===== src/design/lmp_pkg.sv =====
// ----------------------------------------------------------------------------
// lmp_pkg
// Types, constants and lookup functions of the loudness metadata packer.
// ----------------------------------------------------------------------------
`default_nettype none

package lmp_pkg;

    // field widths
    localparam int LMP_TYPE_W   = 3;
    localparam int LMP_VALUE_W  = 16;
    localparam int LMP_Q_W      = 10;
    localparam int LMP_BIAS_W   = 11;
    localparam int LMP_MAG_W    = 20;
    localparam int LMP_BIASED_W = 22;
    localparam int LMP_OPCODE_W = 8;
    localparam int LMP_WORD_W   = 32;
    localparam int LMP_STATUS_W = 2;

    // default fraction bits of the input values
    localparam int LMP_VALUE_FRAC_BITS = 8;

    // one lane per value slot
    localparam int LMP_NUM_LANES = 3;

    // packed word layout
    localparam int LMP_FIRST_POS  = 22;
    localparam int LMP_SECOND_POS = 11;
    localparam int LMP_P2_POS     = 21;
    localparam int LMP_P3_POS     = 10;

    // loudness types
    localparam logic [LMP_TYPE_W-1:0] LMP_TYPE_0 = 3'd0;
    localparam logic [LMP_TYPE_W-1:0] LMP_TYPE_1 = 3'd1;
    localparam logic [LMP_TYPE_W-1:0] LMP_TYPE_2 = 3'd2;
    localparam logic [LMP_TYPE_W-1:0] LMP_TYPE_3 = 3'd3;
    localparam logic [LMP_TYPE_W-1:0] LMP_TYPE_4 = 3'd4;
    localparam logic [LMP_TYPE_W-1:0] LMP_TYPE_5 = 3'd5;

    // opcodes
    localparam logic [LMP_OPCODE_W-1:0] LMP_OP_NONE   = 8'h00;
    localparam logic [LMP_OPCODE_W-1:0] LMP_OP_TYPE_0 = 8'h80;
    localparam logic [LMP_OPCODE_W-1:0] LMP_OP_TYPE_1 = 8'h81;
    localparam logic [LMP_OPCODE_W-1:0] LMP_OP_TYPE_2 = 8'h85;
    localparam logic [LMP_OPCODE_W-1:0] LMP_OP_TYPE_3 = 8'h82;
    localparam logic [LMP_OPCODE_W-1:0] LMP_OP_TYPE_4 = 8'h83;
    localparam logic [LMP_OPCODE_W-1:0] LMP_OP_TYPE_5 = 8'h84;

    // status codes
    localparam logic [LMP_STATUS_W-1:0] LMP_STATUS_OK        = 2'd0;
    localparam logic [LMP_STATUS_W-1:0] LMP_STATUS_BAD_TYPE  = 2'd1;
    localparam logic [LMP_STATUS_W-1:0] LMP_STATUS_BAD_VALUE = 2'd2;

    // input item
    typedef struct packed {
        logic [LMP_TYPE_W-1:0]         record_type;
        logic signed [LMP_VALUE_W-1:0] first_value;
        logic                          second_present;
        logic signed [LMP_VALUE_W-1:0] second_value;
        logic                          third_present;
        logic signed [LMP_VALUE_W-1:0] third_value;
    } t_lmp_in;

    // result item
    typedef struct packed {
        logic [LMP_OPCODE_W-1:0] opcode;
        logic [LMP_WORD_W-1:0]   packed_word;
        logic [LMP_STATUS_W-1:0] status;
    } t_lmp_out;

    // what one lane found
    typedef struct packed {
        logic               ok;
        logic [LMP_Q_W-1:0] q;
    } t_lmp_lane_res;

    function automatic logic [LMP_OPCODE_W-1:0] lmp_opcode(input logic [LMP_TYPE_W-1:0] t);
        logic [LMP_OPCODE_W-1:0] op;
        case (t)
            LMP_TYPE_0: op = LMP_OP_TYPE_0;
            LMP_TYPE_1: op = LMP_OP_TYPE_1;
            LMP_TYPE_2: op = LMP_OP_TYPE_2;
            LMP_TYPE_3: op = LMP_OP_TYPE_3;
            LMP_TYPE_4: op = LMP_OP_TYPE_4;
            LMP_TYPE_5: op = LMP_OP_TYPE_5;
            default:    op = LMP_OP_NONE;
        endcase
        return op;
    endfunction

    function automatic logic [LMP_BIAS_W-1:0] lmp_bias(input logic [LMP_TYPE_W-1:0] t);
        logic [LMP_BIAS_W-1:0] b;
        case (t)
            LMP_TYPE_0, LMP_TYPE_2: b = 11'd350;
            LMP_TYPE_1:             b = 11'd0;
            LMP_TYPE_3:             b = 11'd10;
            LMP_TYPE_4, LMP_TYPE_5: b = 11'd1000;
            default:                b = 11'd0;
        endcase
        return b;
    endfunction

    function automatic logic [LMP_BIAS_W-1:0] lmp_limit(input logic [LMP_TYPE_W-1:0] t);
        logic [LMP_BIAS_W-1:0] l;
        case (t)
            LMP_TYPE_0, LMP_TYPE_2: l = 11'd330;
            LMP_TYPE_1:             l = 11'd300;
            LMP_TYPE_3:             l = 11'd50;
            LMP_TYPE_4, LMP_TYPE_5: l = 11'd1000;
            default:                l = 11'd0;
        endcase
        return l;
    endfunction

    function automatic logic lmp_type_valid(input logic [LMP_TYPE_W-1:0] t);
        return (t <= LMP_TYPE_5);
    endfunction

endpackage

`default_nettype wire


===== src/design/lmp_lane.sv =====
// ----------------------------------------------------------------------------
// lmp_lane
// Quantizes one fixed point value: scale by ten, round half away from zero,
// add the type bias and check it against the type limit.
// ----------------------------------------------------------------------------
`default_nettype none

module lmp_lane #(
    parameter int FracBits = lmp_pkg::LMP_VALUE_FRAC_BITS
) (
    input  wire logic [lmp_pkg::LMP_TYPE_W-1:0]         i_record_type,
    input  wire logic signed [lmp_pkg::LMP_VALUE_W-1:0] i_value,
    output lmp_pkg::t_lmp_lane_res                      o_res
);
    import lmp_pkg::*;

    localparam logic [LMP_MAG_W-1:0] RoundHalf = LMP_MAG_W'(1) << (FracBits - 1);

    logic                           w_neg;
    logic signed [LMP_VALUE_W:0]    w_ext;
    logic [LMP_VALUE_W:0]           w_abs;
    logic [LMP_MAG_W-1:0]           w_abs_x;
    logic [LMP_MAG_W-1:0]           w_mag10;
    logic [LMP_MAG_W-1:0]           w_r;
    logic signed [LMP_BIASED_W-1:0] w_r_s;
    logic signed [LMP_BIASED_W-1:0] w_rounded;
    logic signed [LMP_BIASED_W-1:0] w_biased;
    logic signed [LMP_BIASED_W-1:0] w_limit;

    // magnitude times ten as two shifted adds
    always_comb begin
        w_neg   = i_value[LMP_VALUE_W-1];
        w_ext   = {i_value[LMP_VALUE_W-1], i_value};
        w_abs   = w_neg ? -w_ext : w_ext;
        w_abs_x = LMP_MAG_W'(w_abs);
        w_mag10 = (w_abs_x << 3) + (w_abs_x << 1);
    end

    // round half away from zero, then restore the sign and add the bias
    always_comb begin
        w_r       = (w_mag10 + RoundHalf) >> FracBits;
        w_r_s     = $signed(LMP_BIASED_W'(w_r));
        w_rounded = w_neg ? -w_r_s : w_r_s;
        w_biased  = w_rounded + $signed(LMP_BIASED_W'(lmp_bias(i_record_type)));
        w_limit   = $signed(LMP_BIASED_W'(lmp_limit(i_record_type)));
    end

    // range check against zero and the type limit
    always_comb begin
        o_res.ok = !w_biased[LMP_BIASED_W-1] && (w_biased <= w_limit);
        o_res.q  = w_biased[LMP_Q_W-1:0];
    end

endmodule

`default_nettype wire


===== src/design/lmp_merge.sv =====
// ----------------------------------------------------------------------------
// lmp_merge
// Combines the lane results into one status, opcode and packed word.
// ----------------------------------------------------------------------------
`default_nettype none

module lmp_merge (
    input  wire logic [lmp_pkg::LMP_TYPE_W-1:0]                          i_record_type,
    input  wire logic                                                     i_second_present,
    input  wire logic                                                     i_third_present,
    input  wire lmp_pkg::t_lmp_lane_res [lmp_pkg::LMP_NUM_LANES-1:0]      i_lane,
    output lmp_pkg::t_lmp_out                                             o_out
);
    import lmp_pkg::*;

    logic               w_all_ok;
    logic [LMP_Q_W-1:0] w_q1;
    logic [LMP_Q_W-1:0] w_q2;

    // absent values never fail and pack as zero
    always_comb begin
        w_all_ok = i_lane[0].ok
                 && (!i_second_present || i_lane[1].ok)
                 && (!i_third_present  || i_lane[2].ok);
        w_q1 = i_second_present ? i_lane[1].q : '0;
        w_q2 = i_third_present  ? i_lane[2].q : '0;
    end

    // bad type wins over a bad value
    always_comb begin
        o_out = '0;
        if (!lmp_type_valid(i_record_type)) begin
            o_out.status = LMP_STATUS_BAD_TYPE;
        end else if (!w_all_ok) begin
            o_out.status = LMP_STATUS_BAD_VALUE;
        end else begin
            o_out.status      = LMP_STATUS_OK;
            o_out.opcode      = lmp_opcode(i_record_type);
            o_out.packed_word = (LMP_WORD_W'(i_lane[0].q) << LMP_FIRST_POS)
                              | (LMP_WORD_W'(i_second_present) << LMP_P2_POS)
                              | (LMP_WORD_W'(w_q1) << LMP_SECOND_POS)
                              | (LMP_WORD_W'(i_third_present) << LMP_P3_POS)
                              | LMP_WORD_W'(w_q2);
        end
    end

endmodule

`default_nettype wire


===== src/design/loudness_metadata_packer_top.sv =====
// ----------------------------------------------------------------------------
// loudness_metadata_packer_top
// Packs one loudness record into an opcode, a 32-bit metadata word and a status.
// ----------------------------------------------------------------------------
// The block takes one record per clock and returns one result item for each
// record, in order. An accepted record is held in the lane stage register and
// then in the output register, from which it is offered as a result item: the
// first stage is three quantizer lanes, one per value slot, feeding a register;
// the second stage merges the lane results into the packed word and holds it
// in the output register. Both stages advance independently, so a new record
// is still taken while a finished result waits at the output as long as the
// lane stage is empty; with both stages full and the output stalled, input
// ready drops until the output side takes the waiting item. Throughput is one
// item per cycle while the output side is ready.
`default_nettype none

module loudness_metadata_packer_top #(
    parameter int VALUE_FRAC_BITS = lmp_pkg::LMP_VALUE_FRAC_BITS
) (
    input  wire logic        i_clk,
    input  wire logic        i_rst_n,
    input  wire logic        i_in_valid,
    output logic             o_in_ready,
    input  wire lmp_pkg::t_lmp_in  i_in_data,
    output logic             o_out_valid,
    input  wire logic        i_out_ready,
    output lmp_pkg::t_lmp_out o_out_data
);
    import lmp_pkg::*;

    logic signed [LMP_VALUE_W-1:0]       w_value [LMP_NUM_LANES];
    t_lmp_lane_res [LMP_NUM_LANES-1:0]   w_lane;
    t_lmp_out                            w_merged;
    logic                                w_out_take;
    logic                                w_s1_take;

    logic                                r_s1_valid;
    logic                                n_s1_valid;
    logic [LMP_TYPE_W-1:0]               r_s1_type;
    logic                                r_s1_p2;
    logic                                r_s1_p3;
    t_lmp_lane_res [LMP_NUM_LANES-1:0]   r_s1_lane;
    logic                                r_out_valid;
    logic                                n_out_valid;
    t_lmp_out                            r_out_data;

    // value slots feeding the lanes
    always_comb begin
        w_value[0] = i_in_data.first_value;
        w_value[1] = i_in_data.second_value;
        w_value[2] = i_in_data.third_value;
    end

    // quantizer lanes
    for (genvar g = 0; g < LMP_NUM_LANES; g++) begin : g_lane
        lmp_lane #(
            .FracBits (VALUE_FRAC_BITS)
        ) u_lmp_lane (
            .i_record_type (i_in_data.record_type),
            .i_value       (w_value[g]),
            .o_res         (w_lane[g])
        );
    end

    // merge of the registered lane results
    lmp_merge u_lmp_merge (
        .i_record_type    (r_s1_type),
        .i_second_present (r_s1_p2),
        .i_third_present  (r_s1_p3),
        .i_lane           (r_s1_lane),
        .o_out            (w_merged)
    );

    // pipeline flow control
    always_comb begin
        w_out_take  = !r_out_valid || i_out_ready;
        w_s1_take   = !r_s1_valid || w_out_take;
        n_s1_valid  = w_s1_take ? i_in_valid : r_s1_valid;
        n_out_valid = w_out_take ? r_s1_valid : r_out_valid;
        o_in_ready  = w_s1_take;
        o_out_valid = r_out_valid;
        o_out_data  = r_out_data;
    end

    // control registers
    always_ff @(posedge i_clk) begin
        if (!i_rst_n) begin
            r_s1_valid  <= 1'b0;
            r_out_valid <= 1'b0;
        end else begin
            r_s1_valid  <= n_s1_valid;
            r_out_valid <= n_out_valid;
        end
    end

    // lane stage payload
    always_ff @(posedge i_clk) begin
        if (w_s1_take && i_in_valid) begin
            r_s1_type <= i_in_data.record_type;
            r_s1_p2   <= i_in_data.second_present;
            r_s1_p3   <= i_in_data.third_present;
            r_s1_lane <= w_lane;
        end
    end

    // output payload
    always_ff @(posedge i_clk) begin
        if (w_out_take && r_s1_valid) begin
            r_out_data <= w_merged;
        end
    end

endmodule

`default_nettype wire


===== config.mk =====
export PLATFORM = sky130hd
export DESIGN_NAME = loudness_metadata_packer_top
export DESIGN_NICKNAME = d
export VERILOG_FILES = /design/src/design/lmp_pkg.sv /design/src/design/lmp_lane.sv /design/src/design/lmp_merge.sv /design/src/design/loudness_metadata_packer_top.sv
export SDC_FILE = /design/constraint.sdc
export NUM_CORES = 1
export LEC_CHECK = 0
export BUFFER_PORTS_ARGS = -buffer_cell sky130_fd_sc_hd__buf_2
export CAP_MARGIN = 20
export CORE_ASPECT_RATIO = 0.8
export CORE_MARGIN = 5
export CORE_UTILIZATION = 35
export DETAILED_ROUTE_END_ITERATION = 6
export PLACE_DENSITY = 0.52
export SYNTH_ARGS = -nofsm -noshare
export SYNTH_HDL_FRONTEND = slang
export SYNTH_SLANG_ARGS = --single-unit
export TNS_END_PERCENT = 50

===== constraint.sdc =====
create_clock -name i_clk -period 8.67 [get_ports i_clk]
set_clock_uncertainty 0.15 [all_clocks]
set_input_delay 0.4335 -clock i_clk [delete_from_list [all_inputs] [get_ports i_clk]]
set_output_delay 0.4335 -clock i_clk [all_outputs]
set_load 0.05 [all_outputs]

* Yosys cells after proc, flatten, opt, wreduce, memory -nomap -nowiden
Index checks and enable logic that the tools add are counted.
** Word-level totals
- Input port bits :: 57
- Output and inout port bits :: 44
- Word-level logic and storage cells :: 82
- Bits in registers :: 82
** Cells by class
- Add/subtract/negate cells :: 15
- Bitwise operators :: 4
- Eq/ne operators :: 10
- Reduce and logical (&&, ||, !) cells :: 23
- Muxes and demuxes :: 12
- Magnitude comparators :: 4
** Operators by type and width (number)
- 22-bit 2-to-1 mux :: 3
- 12-bit negation with 22-bit output :: 3
- 20-bit by 18-bit adder with 20-bit output :: 3
- 20-bit by 8-bit adder with 20-bit output (second input constant) :: 3
- 17-bit 2-to-1 mux :: 3
- 16-bit negation with 17-bit output :: 3
- 8-bit one-hot mux with 6 select lines :: 1
- 22-bit by 12-bit adder with 22-bit output :: 2
- 22-bit by 12-bit less-or-equal comparator with 1-bit output :: 2
- 10-bit one-hot mux with 4 select lines :: 1
- 32-bit by 10-bit bitwise OR with 32-bit output :: 1
- 32-bit by 11-bit bitwise OR with 32-bit output :: 1
- 32-bit by 21-bit bitwise OR with 32-bit output :: 1
- 32-bit by 22-bit bitwise OR with 32-bit output :: 1
- 10-bit one-hot mux with 3 select lines :: 1
- 22-bit by 11-bit adder with 22-bit output :: 1
- 22-bit by 11-bit less-or-equal comparator with 1-bit output :: 1
- 10-bit 2-to-1 mux :: 2
- 3-bit by 2-bit equality test with 1-bit output (second input constant) :: 4
- 3-bit equality test (second input constant) :: 4
- 1-bit logical AND :: 7
- 1-bit logical NOT :: 7
- 3-bit by 1-bit equality test with 1-bit output (second input constant) :: 2
- 3-bit logical NOT :: 2
- 5 further kinds :: 9

* Logic depth before layout (Yosys ltp)
- Word-level depth :: 9
- Gate-level depth with buffers :: 36
- Gate-level depth less buffers :: 36

* Cells and area by module
Synthesis repeated with hierarchy kept, for this count alone.
** Second synthesis, totals
- Cells, all modules :: 1066
- Area total of the unflattened synthesis :: 9606.7 um^2
** Modules (own cells, without submodules)
- lmp_lane (g_lane[0].u_lmp_lane ...) :: seq. area each 0.0 um^2, cells an instance 309, times used 2, area an instance 2212.1 um^2
- loudness_metadata_packer_top :: seq. area each 2442.3 um^2, cells an instance 89, times used 1, area an instance 2506.2 um^2
- lmp_lane (g_lane[2].u_lmp_lane) :: seq. area each 0.0 um^2, cells an instance 299, times used 1, area an instance 2280.9 um^2
- lmp_merge :: seq. area each 0.0 um^2, cells an instance 60, times used 1, area an instance 395.4 um^2

* Least setup slack after synthesis
OpenSTA, ideal clock, no wires.
- Path kind :: in2reg
- From :: input i_in_data[32] (netlist bit)
- To :: register r_s1_lane[21] (netlist bit) (data pin)
- Path buffers :: 3
- Required time :: 8.375 ns
- Path slack :: 1.883 ns
- Library setup time :: 0.145 ns
- Stages :: 34
- Arrival time :: 6.492 ns
- Path through :: clkbuf_1 > clkbuf_1 > clkbuf_1 > o41ai_1 > xor2_1 > ha_1 > inv_1 > ha_1 > nand2_1 > o21ai_0 > a21o_1 > nor2_1 > xor2_1 > ha_1 > or4b_2 > a211oi_1 > a221oi_1 > o21ai_0 > xnor2_1 > ha_1 > a21oi_1 > xnor2_1 > ha_1 > nand4_1 > nor2_1 > nor2_1 > a21boi_0 > o21a_1 > o21ai_0 > nand2b_1 > a21oi_1 > a31o_2 > or3b_1 > o21ai_1
** RTL lines
- start, declared :: line loudness_metadata_packer_top.sv:24 : input wire lmp_pkg::t_lmp_in i_in_data,
- end signal, assigned :: line loudness_metadata_packer_top.sv:102 : r_s1_lane <= w_lane;
- end, declared :: line loudness_metadata_packer_top.sv:42 : t_lmp_lane_res [LMP_NUM_LANES-1:0] r_s1_lane;

==> qor.yml <==
status: "complete, no violations"
io_buffers: 96
start_util_pct: 35.4
drt-pass1-iter-count: 5
io_pins: 101
overflow: 0
postCtsSetupBuffers: 0
cts_root_buffer: "clkbuf_16"
clkTransAtPathRegs_ns: 0.05
drive_above_1_share_pct: 12.4
cts_made_buffers: 9
finalCriticalPeriod_ns: 7.12
synth-edff-count: 76
crit_path_start_kind: "primary input"
h-tree-depth: 3
leakagePower_nw: 4.34
wl_per_cell_um: 13.5
max_freq_mhz: 140
fin_nets: 1296
clock_sinks: 78
cpPeakStageDelay_ns: 0.60
tns_ns: 0
wl_um: 19200
avgSynthCellArea_um2: 8.86
grt_usage_pct: 13.0
slew_violations: 0
gp_congestion: 0.808
yosysUniqueCellTypes: 72
slew_headroom_pct: 31.6
finalNonFillerCells: 1423
die_x_um: 189
num_antenna_cells: 0
final-setup-viol-count: 0
cts_resized: 0
cp.arrival_ns: 7.15
grt_first_pass_wirelength_um: 32200
synth-seq-area-share_pct: 26.0
synthCells: 1010
worstSetupPathType: "in2reg"
finalHoldViolCount: 0
hold_path_class: "in2reg"
worstSkewPairLatency_ns: 0.32
rows: 52
grt_pass1_vias: 6471
cp_slowest_cell: "or4b_2"
place_inst: 1407
syn_to_final_growth_pct: 11.8
vias: 7147
required_ns: 8.70
antenna_found_initial: 0
core_area_um2: 25200
die_y_um: 153
postLayoutCoreUtil_pct: 39.6
cap_viol_max_count: 0
grt_max_degree: 40
r2r_setup_slack_ns: 6.64
finalPower_mw: 2.59
drtIter0Drc: 335
syn-cell-area_um2: 8950
dieArea_um2: 28900
finalCritPeriodShare_pct: 82.1
drc: 0
cts_tree: "done"
ir_worst_vdd_mv: 0.0915
clock_path_buffers: 2
crit_path_end_kind: "register"
synthArstFlopShare_pct: 0
drtAntennaViolNets: 0
dp_hpwl_um: 15900
synth_ff_type: "edfxtp_1"
p_per_area_nw_per_um2: 259
ys_ff_latch: 78
vias_per_cell: 5.02
cp_max_fo: 9
ys.warnings.count: 0
worstMarginPinSlew_ns: 1.02
rsz0062_at_grt: "false"
cpMostUsedCell: "ha_1"
ctsHoldBuffers: 0
==> cell type report <==
type,count,area (um^2)
clock buffer,14,244
clock inverter,2,8.76
multi-input combinational,848,6300
timing repair buffer,98,495
sequential,78,2320
tap,324,405
fill,2592,15200
inverter,59,221
==> layer usage <==
layer  track usage, %  routed length [um]  vias to the layer above
met5                0                   0                        -
li1                 -                   -                     3852
met4             1.98                 105                        0
met1             22.5               11400                     3174
met2             16.9                6960                      114
met3             1.53                 734                        7
==> Yosys cell counts, types with 3 or more instances <==
| library cell | count | area [um^2] |
|---|---|---|
| nor3b_1 | 4 | 30.0 |
| o21ai_1 | 6 | 30.0 |
| a221oi_1 | 3 | 26.3 |
| nor2_1 | 63 | 236 |
| xnor2_1 | 85 | 744 |
| nor3_1 | 18 | 90.1 |
| ha_1 | 142 | 1780 |
| mux2i_1 | 5 | 50.1 |
| o31a_1 | 5 | 43.8 |
| o31ai_1 | 21 | 158 |
| inv_1 | 59 | 221 |
| a31oi_1 | 5 | 31.3 |
| nor4_1 | 8 | 50.1 |
| fa_1 | 3 | 60.1 |
| a211oi_1 | 9 | 67.6 |
| o41ai_1 | 9 | 78.8 |
| a21boi_0 | 7 | 52.6 |
| a311oi_1 | 4 | 35.0 |
| or2_2 | 9 | 56.3 |
| or4_1 | 4 | 30.0 |
| nand3_1 | 15 | 75.1 |
| buf_4 | 4 | 30.0 |
| o21bai_1 | 8 | 60.1 |
| o21ai_0 | 55 | 275 |
| a21o_1 | 18 | 135 |
| xor2_1 | 30 | 263 |
| nand2_1 | 75 | 282 |
| or3_1 | 10 | 62.6 |
| clkbuf_1 | 26 | 97.6 |
| nor2b_1 | 22 | 138 |
| mux2_2 | 4 | 45.0 |
| o211ai_1 | 7 | 52.6 |
| and2_1 | 37 | 231 |
| edfxtp_1 | 76 | 2280 |
| nand3b_1 | 5 | 37.5 |
| o21a_1 | 7 | 52.6 |
| nand2b_1 | 15 | 93.8 |
| nand4_1 | 11 | 68.8 |
| o211a_1 | 3 | 30.0 |
| a21oi_1 | 60 | 300 |
| and3_1 | 14 | 87.6 |
==> metrics by stage <==
stage,setup slack [ns],hold slack [ns],instance area [um^2]
final,1.55,0.136,10000
after global routing,0.819,0.128,10000
after CTS,1.55,0.119,10000
after detailed placement,1.23,0.353,9750
after global placement,1.25,0.349,9750
after floorplan,1.88,0.327,8970
==> layout by cell type, fill, tap and decap left out, types with 15 or more instances in the layout <==
| master | count |
|---|---|
| ha_1 | 142 |
| buf_2 | 96 |
| xnor2_1 | 85 |
| edfxtp_1 | 76 |
| nand2_1 | 75 |
| nor2_1 | 63 |
| a21oi_1 | 60 |
| inv_1 | 59 |
| o21ai_0 | 55 |
| and2_1 | 36 |
| xor2_1 | 30 |
| nor2b_1 | 21 |
| o31ai_1 | 21 |
| nor3_1 | 18 |
| a21o_1 | 18 |
| nand2b_1 | 15 |
| nand3_1 | 15 |
==> registers in the layout (all words and copies together) (netlist names) <==
register / flops
o_out_data: 38
o_out_valid: 1
r_s1_lane: 33
r_s1_p2: 1
r_s1_p3: 1
r_s1_type: 3
r_s1_valid: 1
==> report_power, final <==
group	internal, mW	switching (mW)	leakage, nW
combinational	0.710	0.981	3.49
clock	0.193	0.128	0.122
sequential	0.559	0.0225	0.734
total	1.46	1.13	4.34
==> cells by family after synthesis <==
group / count (synthesis) / share of synthesized area (%)
simple gates: 323 / 18.9
compound gates: 248 / 18.1
fa+ha+maj: 145 / 20.5
xor+xnor: 116 / 11.4
buf+inv: 90 / 3.96
flops: 78 / 26.0
mux: 9 / 1.06
other cells: 1 / 0.0419
==> worst paths after layout <==
path | startpoint | to | cells after the start
setup reg to reg | r_s1_p2 | o_out_data[14] | 4
setup / recovery | i_in_data[20] | r_s1_lane[21] | 32
hold reg to reg | r_s1_lane[31] | o_out_data[11] | 1
hold / removal | i_in_data[33] | r_s1_p2 | 1
==> critical path: cells and delay by family <==
kind                     cells  cell delay, ns
AO/OA/AOI/OAI               13            2.24
XOR/XNOR                     5            0.96
adder cells (fa/ha/maj)      4            1.30
buffers and inverters        2            0.21
AND/OR/NAND/NOR              8            1.98
Note: power is estimated with default switching activity, not from simulation.
